$ cat src/rgb_to_ycbcr_bt2020_subsampler_core_macros.svh
// Assertion macros used by the converter RTL (the output buffer in ycc_out).
`ifndef RGB_TO_YCBCR_BT2020_SUBSAMPLER_CORE_MACROS_SVH
`define RGB_TO_YCBCR_BT2020_SUBSAMPLER_CORE_MACROS_SVH
`ifndef ASSERT_OFF
`define YCC_ASSERT(label, prop, msg) \
  label: assert property (@(posedge clk) disable iff (!rst_n) prop) else $error(msg);
`define YCC_ASSERT_NEXT(label, cond, next, msg) \
  label: assert property (@(posedge clk) disable iff (!rst_n) (cond) |=> (next)) else $error(msg);
`else
`define YCC_ASSERT(label, prop, msg)
`define YCC_ASSERT_NEXT(label, cond, next, msg)
`endif
`endif

$ cat src/ycc_pkg.sv
// Shared types, constants and configuration helpers of the RGB to YCbCr converter.
`timescale 1ns / 1ps
package ycc_pkg;

  localparam int LANES     = 3;
  localparam int LANE_Y    = 0;
  localparam int LANE_CB   = 1;
  localparam int LANE_CR   = 2;

  localparam int COMP_W    = 16;
  localparam int POS_W     = 13;
  localparam int FH_W      = 14;
  localparam int DEPTH_W   = 5;
  localparam int CM_W      = 2;
  localparam int CFG_W     = 14;
  localparam int CFG_IDX_W = 2;
  localparam int SMP_W     = 16;
  localparam int SHIFT_W   = 4;

  localparam int SUM_W     = 30;
  localparam int DIFF_W    = SUM_W + 1;
  localparam int DVD_W     = 40;
  localparam int NUM_W     = DVD_W + 1;
  localparam int DVS_W     = 32;
  localparam int QUO_W     = 17;
  localparam int CMP_W     = DVS_W + QUO_W - 1;
  localparam int SCL_W     = QUO_W + 8;

  typedef enum logic [CM_W-1:0] {
    CM_444 = 2'd0,
    CM_422 = 2'd1,
    CM_420 = 2'd2,
    CM_400 = 2'd3
  } chroma_mode_t;

  typedef enum logic [CFG_IDX_W-1:0] {
    REG_IN_BITS      = 2'd0,
    REG_OUT_BITS     = 2'd1,
    REG_CHROMA_MODE  = 2'd2,
    REG_FRAME_HEIGHT = 2'd3
  } cfg_reg_t;

  localparam logic [DEPTH_W-1:0] IN_BITS_RST      = 5'd8;
  localparam logic [DEPTH_W-1:0] OUT_BITS_RST     = 5'd10;
  localparam chroma_mode_t       CHROMA_MODE_RST  = CM_444;
  localparam logic [FH_W-1:0]    FRAME_HEIGHT_RST = 14'd1080;
  localparam logic [FH_W-1:0]    MAX_DIM          = 14'd8192;
  localparam logic [DEPTH_W-1:0] DEPTH_MIN        = 5'd8;
  localparam logic [DEPTH_W-1:0] DEPTH_MAX        = 5'd16;

  // BT.2020 luma weights scaled by 10000.
  localparam logic [12:0] COEF_R = 13'd2627;
  localparam logic [12:0] COEF_G = 13'd6780;
  localparam logic [12:0] COEF_B = 13'd593;
  localparam logic [13:0] SCALE  = 14'd10000;

  // Rounding is done as floor((2N + D) / 2D), so the numerator weights are doubled
  // and each offset holds twice the level offset times D plus D, all per unit of maxv.
  localparam logic [8:0]  Y_NUM_K = 9'd438;
  localparam logic [8:0]  C_NUM_K = 9'd448;
  localparam logic [22:0] OFF_K [LANES] = '{23'd330000, 23'd4835198, 23'd3789722};
  localparam logic [15:0] DIV_K [LANES] = '{16'd20000, 16'd37628, 16'd29492};

  typedef logic [DVD_W-1:0] dvd_t;
  typedef logic [DVS_W-1:0] dvs_t;
  typedef logic [QUO_W-1:0] quo_t;
  typedef logic [SMP_W-1:0] smp_t;

  typedef struct packed {
    dvd_t [LANES-1:0]   offset;
    dvs_t [LANES-1:0]   divisor;
    smp_t               max_out;
    logic [SHIFT_W-1:0] shift;
  } ycc_cfg_t;

  typedef struct packed {
    smp_t luma;
    smp_t cb;
    smp_t cr;
    logic cv;
  } ycc_item_t;

  function automatic logic [DEPTH_W-1:0] sat_depth(input logic [DEPTH_W-1:0] v);
    sat_depth = (v < DEPTH_MIN) ? DEPTH_MIN : ((v > DEPTH_MAX) ? DEPTH_MAX : v);
  endfunction

  function automatic ycc_cfg_t derive_cfg(input logic [DEPTH_W-1:0] in_bits,
                                          input logic [DEPTH_W-1:0] out_bits);
    logic [DEPTH_W-1:0] ib;
    logic [DEPTH_W-1:0] ob;
    logic [COMP_W-1:0]  maxv;
    ycc_cfg_t           c;
    ib   = sat_depth(in_bits);
    ob   = sat_depth(out_bits);
    maxv = COMP_W'((17'd1 << ib) - 17'd1);
    for (int l = 0; l < LANES; l++) begin
      c.offset[l]  = DVD_W'(OFF_K[l]) * DVD_W'(maxv);
      c.divisor[l] = DVS_W'(DIV_K[l]) * DVS_W'(maxv);
    end
    c.max_out = SMP_W'((17'd1 << ob) - 17'd1);
    c.shift   = SHIFT_W'(ob - DEPTH_MIN);
    derive_cfg = c;
  endfunction

endpackage

$ cat src/ycc_out.sv
// Scaling, clamping and the two-entry output buffer of the converter.
`timescale 1ns / 1ps
`include "rgb_to_ycbcr_bt2020_subsampler_core_macros.svh"
module ycc_out (
  input  logic                               clk,
  input  logic                               rst_n,
  input  logic                               valid_i,
  input  logic                               cv_i,
  input  ycc_pkg::quo_t [ycc_pkg::LANES-1:0] quo_i,
  input  ycc_pkg::ycc_cfg_t                  cfg,
  output logic                               hold_o,
  output logic                               out_valid,
  input  logic                               out_stall,
  output logic [ycc_pkg::SMP_W-1:0]          out_luma,
  output logic [ycc_pkg::SMP_W-1:0]          out_chroma_blue,
  output logic [ycc_pkg::SMP_W-1:0]          out_chroma_red,
  output logic                               out_chroma_valid
);
  import ycc_pkg::*;

  ycc_item_t res;
  ycc_item_t out_r;
  ycc_item_t skid_r;
  logic      out_valid_r;
  logic      out_valid_nxt;
  logic      skid_valid_r;
  logic      skid_valid_nxt;
  logic      load_out;
  logic      load_skid;

  function automatic smp_t clamp_scale(input quo_t q, input smp_t mx,
                                       input logic [SHIFT_W-1:0] sh);
    logic [SCL_W-1:0] t;
    t = SCL_W'(q) << sh;
    clamp_scale = (t > SCL_W'(mx)) ? mx : t[SMP_W-1:0];
  endfunction

  always_comb begin
    res.luma = clamp_scale(quo_i[LANE_Y], cfg.max_out, cfg.shift);
    res.cb   = cv_i ? clamp_scale(quo_i[LANE_CB], cfg.max_out, cfg.shift) : '0;
    res.cr   = cv_i ? clamp_scale(quo_i[LANE_CR], cfg.max_out, cfg.shift) : '0;
    res.cv   = cv_i;
  end

  // While the skid entry is full the pipeline is frozen and only the skid drains.
  always_comb begin
    load_out  = skid_valid_r ? !out_stall : (!out_valid_r || !out_stall);
    load_skid = !skid_valid_r && out_valid_r && out_stall && valid_i;
    if (skid_valid_r) begin
      out_valid_nxt  = 1'b1;
      skid_valid_nxt = out_stall;
    end else begin
      out_valid_nxt  = (!out_valid_r || !out_stall) ? valid_i : 1'b1;
      skid_valid_nxt = load_skid;
    end
  end

  always_ff @(posedge clk) begin
    if (!rst_n) begin
      out_valid_r  <= 1'b0;
      skid_valid_r <= 1'b0;
    end else begin
      out_valid_r  <= out_valid_nxt;
      skid_valid_r <= skid_valid_nxt;
    end
  end

  always_ff @(posedge clk) begin
    if (load_out) begin
      out_r <= skid_valid_r ? skid_r : res;
    end
    if (load_skid) begin
      skid_r <= res;
    end
  end

  assign hold_o           = skid_valid_r;
  assign out_valid        = out_valid_r;
  assign out_luma         = out_r.luma;
  assign out_chroma_blue  = out_r.cb;
  assign out_chroma_red   = out_r.cr;
  assign out_chroma_valid = out_r.cv;

  `YCC_ASSERT(a_skid_needs_out, skid_valid_r |-> out_valid_r, "skid entry full while output is empty")
  `YCC_ASSERT_NEXT(a_skid_on_stall, !skid_valid_r && !(out_valid_r && out_stall), !skid_valid_r, "skid entry filled without a stalled output")
  `YCC_ASSERT(a_chroma_zero, out_valid_r && !out_r.cv |-> out_r.cb == '0 && out_r.cr == '0, "chroma samples not zero outside the chroma plane")

endmodule

$ cat config.mk
export PLATFORM = sky130hd
export DESIGN_NAME = ycc_out
export DESIGN_NICKNAME = d
export VERILOG_FILES = /design/src/ycc_pkg.sv /design/src/ycc_out.sv
export VERILOG_INCLUDE_DIRS = /design/src /design/src/src
export SDC_FILE = /design/constraint.sdc
export NUM_CORES = 1
export LEC_CHECK = 0
export ABC_AREA = 1
export ABC_CLOCK_PERIOD_IN_PS = 4850
export BUFFER_PORTS_ARGS = -buffer_cell sky130_fd_sc_hd__buf_2
export CAP_MARGIN = 30
export CORE_ASPECT_RATIO = 0.75
export CORE_MARGIN = 2
export CORE_UTILIZATION = 45
export CTS_CLUSTER_DIAMETER = 200
export CTS_CLUSTER_SIZE = 16
export DETAILED_ROUTE_END_ITERATION = 6
export GPL_TIMING_DRIVEN = 1
export PLACE_DENSITY = 0.78
export SLEW_MARGIN = 40
export SYNTH_ARGS = -nofsm -noshare
export SYNTH_HDL_FRONTEND = slang
export SYNTH_SLANG_ARGS = --single-unit
export TNS_END_PERCENT = 1
$ cat constraint.sdc
create_clock -name clk -period 4.85 [get_ports clk]
set_clock_uncertainty 0.2 [all_clocks]
set_input_delay 0.485 -clock clk [delete_from_list [all_inputs] [get_ports clk]]
set_output_delay 0.485 -clock clk [all_outputs]
set_load 0.01 [all_outputs]
==> metrics.yaml <==
async_flop_share: 0
cp.required_ns: 4.73
drv_cap: 0
postCtsHoldBufs: 0
ioPinCount: 343
synth_edf_count: 98
design.core.area_um2: 18500
total_power_uw: 2450
arrival_ns: 4.01
cts_root_buf: "clkbuf_16"
initial_core_util: 0.459
htreeDepth: 3
ant_nets: 0
clk_pin_slew_worst_paths_ns: 0.07
min_period_ns: 4.13
via_per_inst: 5.57
min_from: "rst_n"
criticalPathCategory: "primary input to flop"
grt_max_degree: 55
avgSynthCellArea_um2: 6.95
layout_common_cells: "nand2_1, nand3_1, buf_2"
yosys_warnings: 0
startpoint_type: "primary input"
fin_tns_setup_ns: 0
vdd_drop_max_mv: 0.193
ff2ff_path_depth: 3
timing.slew.headroom: 0.481
rows: 43
area_growth_pct: 11.8
clock_sinks: 100
clk_latency_ns: 0.34
antenna_found_initial: 1
dp_hpwl_um: 20200
grt_overflow: 0
first_iter_violations: 1021
cts_made_buffers: 9
ctsResizeCount: 0
routed-wl-met3_um: 2320
cts_tree: "yes"
synth.distinct_cells: 44
die_area_um2: 20000
port_buffers: 126
drive_above_1_share: 0.139
max_freq_mhz: 242
met2_length_um: 11600
die_height_um: 123
cp-end-kind: "flop"
rsz0062_at_grt: "no"
leakagePower_uw: 0.00471
gp_congestion: 1.01
antenna_cells: 0
grt_pass1_wl_um: 42000
finalInstanceArea_um2: 9510
status: "finished, final reports clean"
post_cts_buffers: 0
fp.dieW_um: 163
ys_seq_area_frac: 0.351
grt_use_total: 0.270
fill_cells: 1853
drv_slew: 0
drc: 0
min_delay_path_depth: 3
synth_ff_type: "edfxtp_1"
syn_inst: 1223
reg2reg_to: "skid_r[16]"
placed_cell_area_um2: 9200
tightest_slew_ns: 0.779
firstDrtPassIters: 7
wl_met1_um: 11800
power-per-cell-area_nw_per_um2: 257
first_global_vias: 8081
rrSetupSlack_ns: 2.52
endpoint: "out_chroma_blue[12]"
num-nets-final: 1648
wirelength_um: 26500
syn_area_um2: 8500
wl_per_cell_um: 17.0
post-route-period-util: 0.852
crit_fanout: 20
ys_ff_latch: 100
hold_ws_ns: 0.201
final-setup-viol-count: 0
reg2reg_from: "hold_o"
cts_buffer_depth: 2
top_signal_layer_used: "met5"
hold_viol_final: 0
final_common_cell: "nand2_1"
startpoint: "cfg[0]"
synth_nets: 1563
hold_path.class: "primary input to flop"
vias: 8694
==> per-stage QoR <==
step | cells | worst slack (ns) | utilization
final | 1560 | 0.720 | 0.514
after floorplan | 1223 | 0.130 | -
after global placement | 1544 | 0.435 | 0.497
after global routing | 1560 | 0.319 | 0.514
after CTS | 1560 | 0.826 | 0.514
after detailed placement | 1544 | 0.490 | 0.497
==> area by class of cell <==
| class | instances | area (um^2) | share of cell area |
|---|---|---|---|
| clock inverter | 4 | 37.5 | 0.00395 |
| tap | 247 | 309 | 0.0325 |
| inverter | 87 | 327 | 0.0344 |
| multi-input combinational | 968 | 4830 | 0.508 |
| clock buffer | 12 | 267 | 0.0280 |
| sequential | 100 | 2980 | 0.314 |
| timing repair buffer | 142 | 751 | 0.0790 |
==> how the worst min path moves through the flow <==
stage | slack (ns) | end
after floorplan | 0.29 | out_luma[14]
after global placement | 0.30 | out_luma[10]
after detailed placement | 0.30 | out_luma[6]
after CTS | 0.20 | hold_o
after global routing | 0.21 | hold_o
final | 0.20 | hold_o
==> cell usage after synthesis, types with 2 or more instances <==
cell        n  area share
nand2_1   452        0.20
nand3_1   159       0.094
edfxtp_1   98        0.35
inv_1      83       0.037
nor2_1     65       0.029
o21ai_0    61       0.036
ha_1       48       0.071
a21oi_1    37       0.022
nand4_1    32       0.024
buf_2      23       0.014
clkbuf_1   22      0.0097
and2_1     21       0.015
and3_1     12      0.0088
nand3b_1   12       0.011
o21ai_1    10      0.0059
a31oi_1     9      0.0066
buf_6       9       0.012
buf_4       7      0.0062
nor3_1      7      0.0041
buf_1       6      0.0026
nand3_2     6      0.0071
o22ai_1     4      0.0029
or2_1       4      0.0029
inv_2       3      0.0013
nand2_2     3      0.0022
nand2_4     3      0.0040
o211ai_1    3      0.0026
or2_2       3      0.0022
a211oi_1    2      0.0018
a21boi_0    2      0.0018
a21o_1      2      0.0018
dfxtp_1     2      0.0047
o21a_1      2      0.0018
==> logic make-up (layout without fill, tap and decap cells) <==
group,Yosys count,count (layout),share of synthesized area
AO/OA/AOI/OAI,134,134,0.0848
adder cells (fa/ha/maj),48,48,0.0706
buffers and inverters,155,245,0.0830
flip-flops,100,100,0.351
AND/OR/NAND/NOR,786,786,0.411
==> worst max-delay path, stage by stage <==
cell      delay [ns]
buf_2           0.15
inv_2           0.33
buf_4           0.26
nand2_1         0.07
and2_1          0.13
a21boi_0        0.24
inv_1           0.12
o22ai_1         0.33
ha_1            0.32
a21oi_1         0.16
nor2_1          0.05
a211oi_1        0.25
nand2_1         0.12
nand4_1         0.08
nand2_1         0.07
nand2_2         0.31
nand3_1         0.25
nand4_1         0.17
nand2_1         0.11
==> power by group <==
part / total, uW / internal (uW) / switching, uW
combinational: 687 / 223 / 464
sequential: 1030 / 1010 / 14.8
clock: 732 / 400 / 332
total: 2450 / 1640 / 811
==> sequential cells by signal (all words and copies together), names as in the netlist <==
name,flops
out_chroma_red,16
skid_r,49
out_luma,16
out_chroma_valid,1
hold_o,1
out_valid,1
out_chroma_blue,16
==> routing by layer <==
layer	global-route usage	vias up
li1	-	4288
met1	0.364	3915
met2	0.436	423
met3	0.0594	66
met4	0.0890	2
met5	0	-
Note: power is estimated with default switching activity, not from simulation.
