## src/rgb_to_ycbcr_bt2020_subsampler_core_macros.svh

```systemverilog
// Assertion macros used by the converter RTL (the output buffer in ycc_out).
`ifndef RGB_TO_YCBCR_BT2020_SUBSAMPLER_CORE_MACROS_SVH
`define RGB_TO_YCBCR_BT2020_SUBSAMPLER_CORE_MACROS_SVH
`ifndef ASSERT_OFF
`define YCC_ASSERT(label, prop, msg) \
  label: assert property (@(posedge clk) disable iff (!rst_n) prop) else $error(msg);
`define YCC_ASSERT_NEXT(label, cond, next, msg) \
  label: assert property (@(posedge clk) disable iff (!rst_n) (cond) |=> (next)) else $error(msg);
`else
`define YCC_ASSERT(label, prop, msg)
`define YCC_ASSERT_NEXT(label, cond, next, msg)
`endif
`endif

```

## src/ycc_pkg.sv

```systemverilog
// Shared types, constants and configuration helpers of the RGB to YCbCr converter.
`timescale 1ns / 1ps
package ycc_pkg;

  localparam int LANES     = 3;
  localparam int LANE_Y    = 0;
  localparam int LANE_CB   = 1;
  localparam int LANE_CR   = 2;

  localparam int COMP_W    = 16;
  localparam int POS_W     = 13;
  localparam int FH_W      = 14;
  localparam int DEPTH_W   = 5;
  localparam int CM_W      = 2;
  localparam int CFG_W     = 14;
  localparam int CFG_IDX_W = 2;
  localparam int SMP_W     = 16;
  localparam int SHIFT_W   = 4;

  localparam int SUM_W     = 30;
  localparam int DIFF_W    = SUM_W + 1;
  localparam int DVD_W     = 40;
  localparam int NUM_W     = DVD_W + 1;
  localparam int DVS_W     = 32;
  localparam int QUO_W     = 17;
  localparam int CMP_W     = DVS_W + QUO_W - 1;
  localparam int SCL_W     = QUO_W + 8;

  typedef enum logic [CM_W-1:0] {
    CM_444 = 2'd0,
    CM_422 = 2'd1,
    CM_420 = 2'd2,
    CM_400 = 2'd3
  } chroma_mode_t;

  typedef enum logic [CFG_IDX_W-1:0] {
    REG_IN_BITS      = 2'd0,
    REG_OUT_BITS     = 2'd1,
    REG_CHROMA_MODE  = 2'd2,
    REG_FRAME_HEIGHT = 2'd3
  } cfg_reg_t;

  localparam logic [DEPTH_W-1:0] IN_BITS_RST      = 5'd8;
  localparam logic [DEPTH_W-1:0] OUT_BITS_RST     = 5'd10;
  localparam chroma_mode_t       CHROMA_MODE_RST  = CM_444;
  localparam logic [FH_W-1:0]    FRAME_HEIGHT_RST = 14'd1080;
  localparam logic [FH_W-1:0]    MAX_DIM          = 14'd8192;
  localparam logic [DEPTH_W-1:0] DEPTH_MIN        = 5'd8;
  localparam logic [DEPTH_W-1:0] DEPTH_MAX        = 5'd16;

  // BT.2020 luma weights scaled by 10000.
  localparam logic [12:0] COEF_R = 13'd2627;
  localparam logic [12:0] COEF_G = 13'd6780;
  localparam logic [12:0] COEF_B = 13'd593;
  localparam logic [13:0] SCALE  = 14'd10000;

  // Rounding is done as floor((2N + D) / 2D), so the numerator weights are doubled
  // and each offset holds twice the level offset times D plus D, all per unit of maxv.
  localparam logic [8:0]  Y_NUM_K = 9'd438;
  localparam logic [8:0]  C_NUM_K = 9'd448;
  localparam logic [22:0] OFF_K [LANES] = '{23'd330000, 23'd4835198, 23'd3789722};
  localparam logic [15:0] DIV_K [LANES] = '{16'd20000, 16'd37628, 16'd29492};

  typedef logic [DVD_W-1:0] dvd_t;
  typedef logic [DVS_W-1:0] dvs_t;
  typedef logic [QUO_W-1:0] quo_t;
  typedef logic [SMP_W-1:0] smp_t;

  typedef struct packed {
    dvd_t [LANES-1:0]   offset;
    dvs_t [LANES-1:0]   divisor;
    smp_t               max_out;
    logic [SHIFT_W-1:0] shift;
  } ycc_cfg_t;

  typedef struct packed {
    smp_t luma;
    smp_t cb;
    smp_t cr;
    logic cv;
  } ycc_item_t;

  function automatic logic [DEPTH_W-1:0] sat_depth(input logic [DEPTH_W-1:0] v);
    sat_depth = (v < DEPTH_MIN) ? DEPTH_MIN : ((v > DEPTH_MAX) ? DEPTH_MAX : v);
  endfunction

  function automatic ycc_cfg_t derive_cfg(input logic [DEPTH_W-1:0] in_bits,
                                          input logic [DEPTH_W-1:0] out_bits);
    logic [DEPTH_W-1:0] ib;
    logic [DEPTH_W-1:0] ob;
    logic [COMP_W-1:0]  maxv;
    ycc_cfg_t           c;
    ib   = sat_depth(in_bits);
    ob   = sat_depth(out_bits);
    maxv = COMP_W'((17'd1 << ib) - 17'd1);
    for (int l = 0; l < LANES; l++) begin
      c.offset[l]  = DVD_W'(OFF_K[l]) * DVD_W'(maxv);
      c.divisor[l] = DVS_W'(DIV_K[l]) * DVS_W'(maxv);
    end
    c.max_out = SMP_W'((17'd1 << ob) - 17'd1);
    c.shift   = SHIFT_W'(ob - DEPTH_MIN);
    derive_cfg = c;
  endfunction

endpackage

```

## src/ycc_front.sv

```systemverilog
// Front pipeline: weighted sum, color differences, rounding numerators and chroma flag.
`timescale 1ns / 1ps
module ycc_front (
  input  logic                                   clk,
  input  logic                                   rst_n,
  input  logic                                   en,
  input  logic                                   in_valid,
  input  logic [ycc_pkg::COMP_W-1:0]             in_red,
  input  logic [ycc_pkg::COMP_W-1:0]             in_green,
  input  logic [ycc_pkg::COMP_W-1:0]             in_blue,
  input  logic [ycc_pkg::POS_W-1:0]              in_column,
  input  logic [ycc_pkg::POS_W-1:0]              in_row,
  input  ycc_pkg::chroma_mode_t                  chroma_mode,
  input  logic [ycc_pkg::FH_W-1:0]               frame_height,
  input  ycc_pkg::ycc_cfg_t                      cfg,
  output logic                                   valid_o,
  output logic                                   cv_o,
  output ycc_pkg::dvd_t [ycc_pkg::LANES-1:0]     dvd_o
);
  import ycc_pkg::*;

  logic                     even_col;
  logic                     last_row;
  logic                     cv_nxt;
  logic [SUM_W-1:0]         sum_nxt;
  logic [SUM_W-1:0]         tb_nxt;
  logic [SUM_W-1:0]         tr_nxt;

  logic                     va_r;
  logic                     cva_r;
  logic [SUM_W-1:0]         sum_a_r;
  logic [SUM_W-1:0]         tb_a_r;
  logic [SUM_W-1:0]         tr_a_r;

  dvd_t                     yn_nxt;
  logic signed [DIFF_W-1:0] diff_b_nxt;
  logic signed [DIFF_W-1:0] diff_r_nxt;

  logic                     vb_r;
  logic                     cvb_r;
  dvd_t                     yn_b_r;
  logic signed [DIFF_W-1:0] diff_b_r;
  logic signed [DIFF_W-1:0] diff_r_r;

  logic signed [NUM_W-1:0]  num_b;
  logic signed [NUM_W-1:0]  num_r;
  dvd_t [LANES-1:0]         dvd_nxt;

  logic                     vc_r;
  logic                     cvc_r;
  dvd_t [LANES-1:0]         dvd_c_r;

  always_comb begin
    even_col = ~in_column[0];
    last_row = (frame_height != '0) && (frame_height <= MAX_DIM) &&
               ({1'b0, in_row} == frame_height - 14'd1);
    unique case (chroma_mode)
      CM_444: cv_nxt = 1'b1;
      CM_422: cv_nxt = even_col;
      CM_420: cv_nxt = even_col && (in_row[0] || last_row);
      CM_400: cv_nxt = 1'b0;
    endcase
    sum_nxt = SUM_W'(COEF_R) * SUM_W'(in_red) + SUM_W'(COEF_G) * SUM_W'(in_green) +
              SUM_W'(COEF_B) * SUM_W'(in_blue);
    tb_nxt  = SUM_W'(SCALE) * SUM_W'(in_blue);
    tr_nxt  = SUM_W'(SCALE) * SUM_W'(in_red);
  end

  always_comb begin
    yn_nxt     = DVD_W'(Y_NUM_K) * DVD_W'(sum_a_r) + cfg.offset[LANE_Y];
    diff_b_nxt = $signed({1'b0, tb_a_r}) - $signed({1'b0, sum_a_r});
    diff_r_nxt = $signed({1'b0, tr_a_r}) - $signed({1'b0, sum_a_r});
  end

  // A negative numerator rounds to zero or below, which clamps to zero; a zero
  // dividend gives the same result.
  always_comb begin
    num_b = NUM_W'(diff_b_r) * $signed(NUM_W'(C_NUM_K)) +
            $signed(NUM_W'(cfg.offset[LANE_CB]));
    num_r = NUM_W'(diff_r_r) * $signed(NUM_W'(C_NUM_K)) +
            $signed(NUM_W'(cfg.offset[LANE_CR]));
    dvd_nxt[LANE_Y]  = yn_b_r;
    dvd_nxt[LANE_CB] = num_b[NUM_W-1] ? '0 : num_b[DVD_W-1:0];
    dvd_nxt[LANE_CR] = num_r[NUM_W-1] ? '0 : num_r[DVD_W-1:0];
  end

  always_ff @(posedge clk) begin
    if (!rst_n) begin
      va_r <= 1'b0;
      vb_r <= 1'b0;
      vc_r <= 1'b0;
    end else if (en) begin
      va_r <= in_valid;
      vb_r <= va_r;
      vc_r <= vb_r;
    end
  end

  always_ff @(posedge clk) begin
    if (en) begin
      cva_r    <= cv_nxt;
      sum_a_r  <= sum_nxt;
      tb_a_r   <= tb_nxt;
      tr_a_r   <= tr_nxt;
      cvb_r    <= cva_r;
      yn_b_r   <= yn_nxt;
      diff_b_r <= diff_b_nxt;
      diff_r_r <= diff_r_nxt;
      cvc_r    <= cvb_r;
      dvd_c_r  <= dvd_nxt;
    end
  end

  assign valid_o = vc_r;
  assign cv_o    = cvc_r;
  assign dvd_o   = dvd_c_r;

endmodule

```

## config.mk

```make
export PLATFORM = sky130hd
export DESIGN_NAME = ycc_front
export DESIGN_NICKNAME = d
export VERILOG_FILES = /design/src/rgb_to_ycbcr_bt2020_subsampler_core_macros.svh /design/src/ycc_pkg.sv /design/src/ycc_front.sv
export SDC_FILE = /design/constraint.sdc
export NUM_CORES = 2
export LEC_CHECK = 0
export BUFFER_PORTS_ARGS = -buffer_cell sky130_fd_sc_hd__buf_2
export CAP_MARGIN = 20
export CORE_MARGIN = 2
export CORE_UTILIZATION = 42
export CTS_CLUSTER_SIZE = 16
export DETAILED_ROUTE_END_ITERATION = 12
export SLEW_MARGIN = 40
export SYNTH_ARGS = -nofsm -noshare
export SYNTH_HDL_FRONTEND = slang
export SYNTH_SLANG_ARGS = --single-unit
```

## constraint.sdc

```tcl
create_clock -name clk -period 8.9 [get_ports clk]
set_input_delay 0.445 -clock clk [delete_from_list [all_inputs] [get_ports clk]]
set_output_delay 0.445 -clock clk [all_outputs]
set_load 0.005 [all_outputs]
```

==> impl_summary.md <==
Layout
The final design area excluding fillers is 47500 um^2. The combined area of the multi-input logic cells is 30000 um^2. The utilization of the core after routing is 0.467. The net count of the finished layout is 6254. In the final layout, flip-flops and latches occupy 9160 um^2.

In the final layout, the share of cells above drive strength 1 is 0.0929. Compared with the post-synthesis result, the final layout area differs by 10.3%. The layout has 9816 filler cells.

Flow run
The max-capacitance violation count is 0.

STA
Of the available clock period, the critical path in the final layout requires 0.895. Derived from the worst setup path, the maximum achievable clock frequency is 0.126 GHz. In this run the tightest slew margin relative to its limit is 0.475. The slack of the critical path is 0.935 ns. The transition at the pin with the smallest max-transition slack is 0.781 ns. Setup repair after global routing left no endpoint under its margin. Subtracting the final worst setup slack from the clock period gives 7.97 ns. The max-slew violation total from the final report came to 0. The setup-violating endpoint count in the final report is 0. The final hold violation count is 0. The clock arrives with 0.0269 ns of skew. Setup total negative slack on the finished layout was measured at 0 ns.

Die
After floorplanning, the core was divided into 117 placement rows. The floorplan step defined a core boundary enclosing 102000 um^2. The die is 324 um wide.

The I/O pin total is 452. For this configuration, the core starts out at a cell density of 0.423. The die height is 324 um. The die covers 105000 um^2.

Setup path
Of all nets on the critical path, the largest fanout is 5. The slowest stage of the critical path belongs to the cell nor3_1. The worst setup path is launched from a primary input.

The arrival time of data at the critical path endpoint is 8.27 ns. The category of the worst setup path capture point is a register. The required arrival time at the worst endpoint is 9.20 ns. The critical path is of the primary input to register type. For this run, the slowest stage of the critical path takes 0.53 ns.

The count of cells along the worst register-to-register path is 26. In this design, the critical path's most frequently occurring cell is fa_1.

Synthesis
The flip-flop and latch count after synthesis is 306. The post-synthesis instance area is 43100 um^2. In the synthesized netlist the async set-or-reset flop fraction comes to 0. The synthesized netlist cell count is 4418. The sequential fraction of the synthesis area is 0.213. When the netlist entered floorplanning its net count stood at 5917. Yosys mapped a number of flops with a built-in enable equal to 303.

Synthesis instantiated 88 different standard cells from the library. The total of warnings raised by yosys is 0. The most used flip-flop cell after synthesis is edfxtp_1.

The average instance in the mapped netlist occupies 9.75 um^2.

Clocking
TritonCTS built the clock tree. The H-tree depth reported by CTS is 2. The number of buffers created by CTS is 36.

The hold-fix buffer count after cts is 0. The later pin in the worst-skew pair is clocked with a latency of 0.57 ns. The clock root buffer is clkbuf_16.

The number of setup buffers added after CTS is 0. In this run the deepest clock path goes through 3 buffers. The clock transition at the registers of the reported paths is 0.06 ns. The number of resized instances in the post-cts repair step is 0. Counting every sink on the clock net gives 306.

Routing
For this block, the routed nets add up to 102 mm of wire. The total number of vias is 30900. The detail route stage leaves a number of antenna-violating nets equal to 0. In the routed design, unresolved DRC markers number 0. The number of vias per cell after detailed routing is 5.02. For this run, the detailed router's first-pass iteration total came to 5. The average wire per standard cell is 16.6 um. The first-iteration detailed-routing DRC count is 1274.

Global route
The via count of the first global-routing pass is 31000. After global routing the overflow that remains totals 0. Across every metal layer, demand over resource in global routing totals 0.197. The number of antenna violations at the first check in global routing is 2. The maximum number of pins on one net before global-route repair is 161. The first global-routing pass estimated 164 mm of wire.

Min path
The path type of the worst min-delay path is primary input to register. The count of cells along the worst hold path is 1.

Placement
At the end of routability-driven placement, the weighted congestion stood at 0.911. The HPWL reported at the end of detailed placement is 86.1 mm. The placement-stage worst setup slack is 0.436 ns. In this run the tool buffered the top-level ports with 323 buffer cells.

The total cell area at the placement stage is 46300 um^2.

Outcome
The flow ran to the end, and the final reports show no timing, DRC or antenna violations.
## layer usage
metal,global-route usage,vias up,part of all wire
li1,-,15600,-
met1,0.260,14700,0.46
met2,0.345,486,0.48
met3,0.0209,112,0.037
met4,0.0520,2,0.025
met5,0,-,0.00016
## final timing paths
path	startpoint	endpoint	slack (ns)
worst max register to register	sum_a_r[0]$_DFFE_PP_	yn_b_r[36]$_DFFE_PP_	1.43
worst min register to register	yn_b_r[34]$_DFFE_PP_	dvd_o[34]$_DFFE_PP_	0.41
worst min-delay path	cfg[116]	yn_b_r[0]$_DFFE_PP_	0.05
worst max-delay path	in_green[5]	sum_a_r[25]$_DFFE_PP_	0.93
## stage by stage
| stage | hold WS (ns) | cells |
|---|---|---|
| floorplan | 0.400 | 4418 |
| CTS | 0.00422 | 6148 |
| finish | 0.0468 | 6151 |
| detailed placement | 0.405 | 6084 |
| global route | 0.0163 | 6150 |
| global placement | 0.401 | 6084 |
## area by class of cell
class | count | share of cell area
antenna | 2 | 0.000105
clock buffer | 40 | 0.0197
clock inverter | 24 | 0.00427
inverter | 1006 | 0.0795
multi-input combinational | 3077 | 0.632
sequential | 306 | 0.193
tap | 1368 | 0.0360
timing repair buffer | 328 | 0.0357
## cell families (layout without fill, tap and decap cells)
family,after synthesis,in the layout,share of synthesized area
mux,8,8,0.00192
buf+inv,1035,1398,0.0907
simple gates,699,699,0.0810
compound gates,884,884,0.135
xor+xnor,317,317,0.0646
other cells,0,2,0
fa+ha+maj,1169,1169,0.414
flops,306,306,0.213
## synth_stat cells (7+ instances only)
| cell | number | area share |
|---|---|---|
| nand4_1 | 23 | 0.0033 |
| a2111oi_0 | 11 | 0.0022 |
| and2_1 | 15 | 0.0022 |
| or2_2 | 16 | 0.0023 |
| o31ai_1 | 17 | 0.0030 |
| xnor2_1 | 223 | 0.045 |
| buf_2 | 11 | 0.0013 |
| o2111ai_1 | 11 | 0.0022 |
| clkbuf_1 | 17 | 0.0015 |
| nand2b_1 | 51 | 0.0074 |
| fa_1 | 428 | 0.20 |
| ha_1 | 741 | 0.22 |
| a21boi_0 | 12 | 0.0021 |
| a31oi_1 | 33 | 0.0048 |
| a31o_2 | 9 | 0.0018 |
| o21ai_1 | 13 | 0.0015 |
| or3_1 | 17 | 0.0025 |
| nor2b_1 | 39 | 0.0057 |
| nand2_1 | 151 | 0.013 |
| nor3_1 | 64 | 0.0074 |
| o211ai_1 | 15 | 0.0026 |
| a221oi_1 | 7 | 0.0014 |
| nand3_1 | 61 | 0.0071 |
| edfxtp_1 | 303 | 0.21 |
| a211oi_1 | 39 | 0.0068 |
| nor2_1 | 183 | 0.016 |
| nor3b_1 | 8 | 0.0014 |
| inv_1 | 1006 | 0.088 |
| xor2_1 | 93 | 0.019 |
| a21oi_1 | 283 | 0.033 |
| o21a_1 | 38 | 0.0066 |
| o21bai_1 | 33 | 0.0058 |
| o21ai_0 | 131 | 0.015 |
| o31a_1 | 7 | 0.0014 |
| and3_1 | 34 | 0.0049 |
| a21o_1 | 148 | 0.026 |
## flip-flops by register name, indices dropped and copies added (netlist names)
| name | cells |
|---|---|
| diff_b_r | 31 |
| tr_a_r | 26 |
| vb_r | 1 |
| dvd_o | 120 |
| cvb_r | 1 |
| sum_a_r | 30 |
| va_r | 1 |
| diff_r_r | 27 |
| tb_a_r | 26 |
| yn_b_r | 40 |
| cva_r | 1 |
| cv_o | 1 |
| valid_o | 1 |
## placed cells by master, fill, tap and decap left out, types with 64 or more instances in the layout
cell      instances
a21oi_1         283
fa_1            428
inv_1          1006
o21ai_0         131
xnor2_1         223
a21o_1          148
nor3_1           64
buf_2           322
xor2_1           93
ha_1            741
nand2_1         151
edfxtp_1        303
nor2_1          183
## critical path, delay by kind of cell
kind,cells,cell delay [ns]
buffers and inverters,7,0.61
adders and majority gates,10,4.04
and+or+nand+nor,3,0.76
xor gates and xnor gates,2,0.53
AOI/OAI and AO/OA,9,1.87
Power is left out: the tool's default activity adds up to more than one toggle a clock period on the data nets, which glitch-free logic cannot reach.
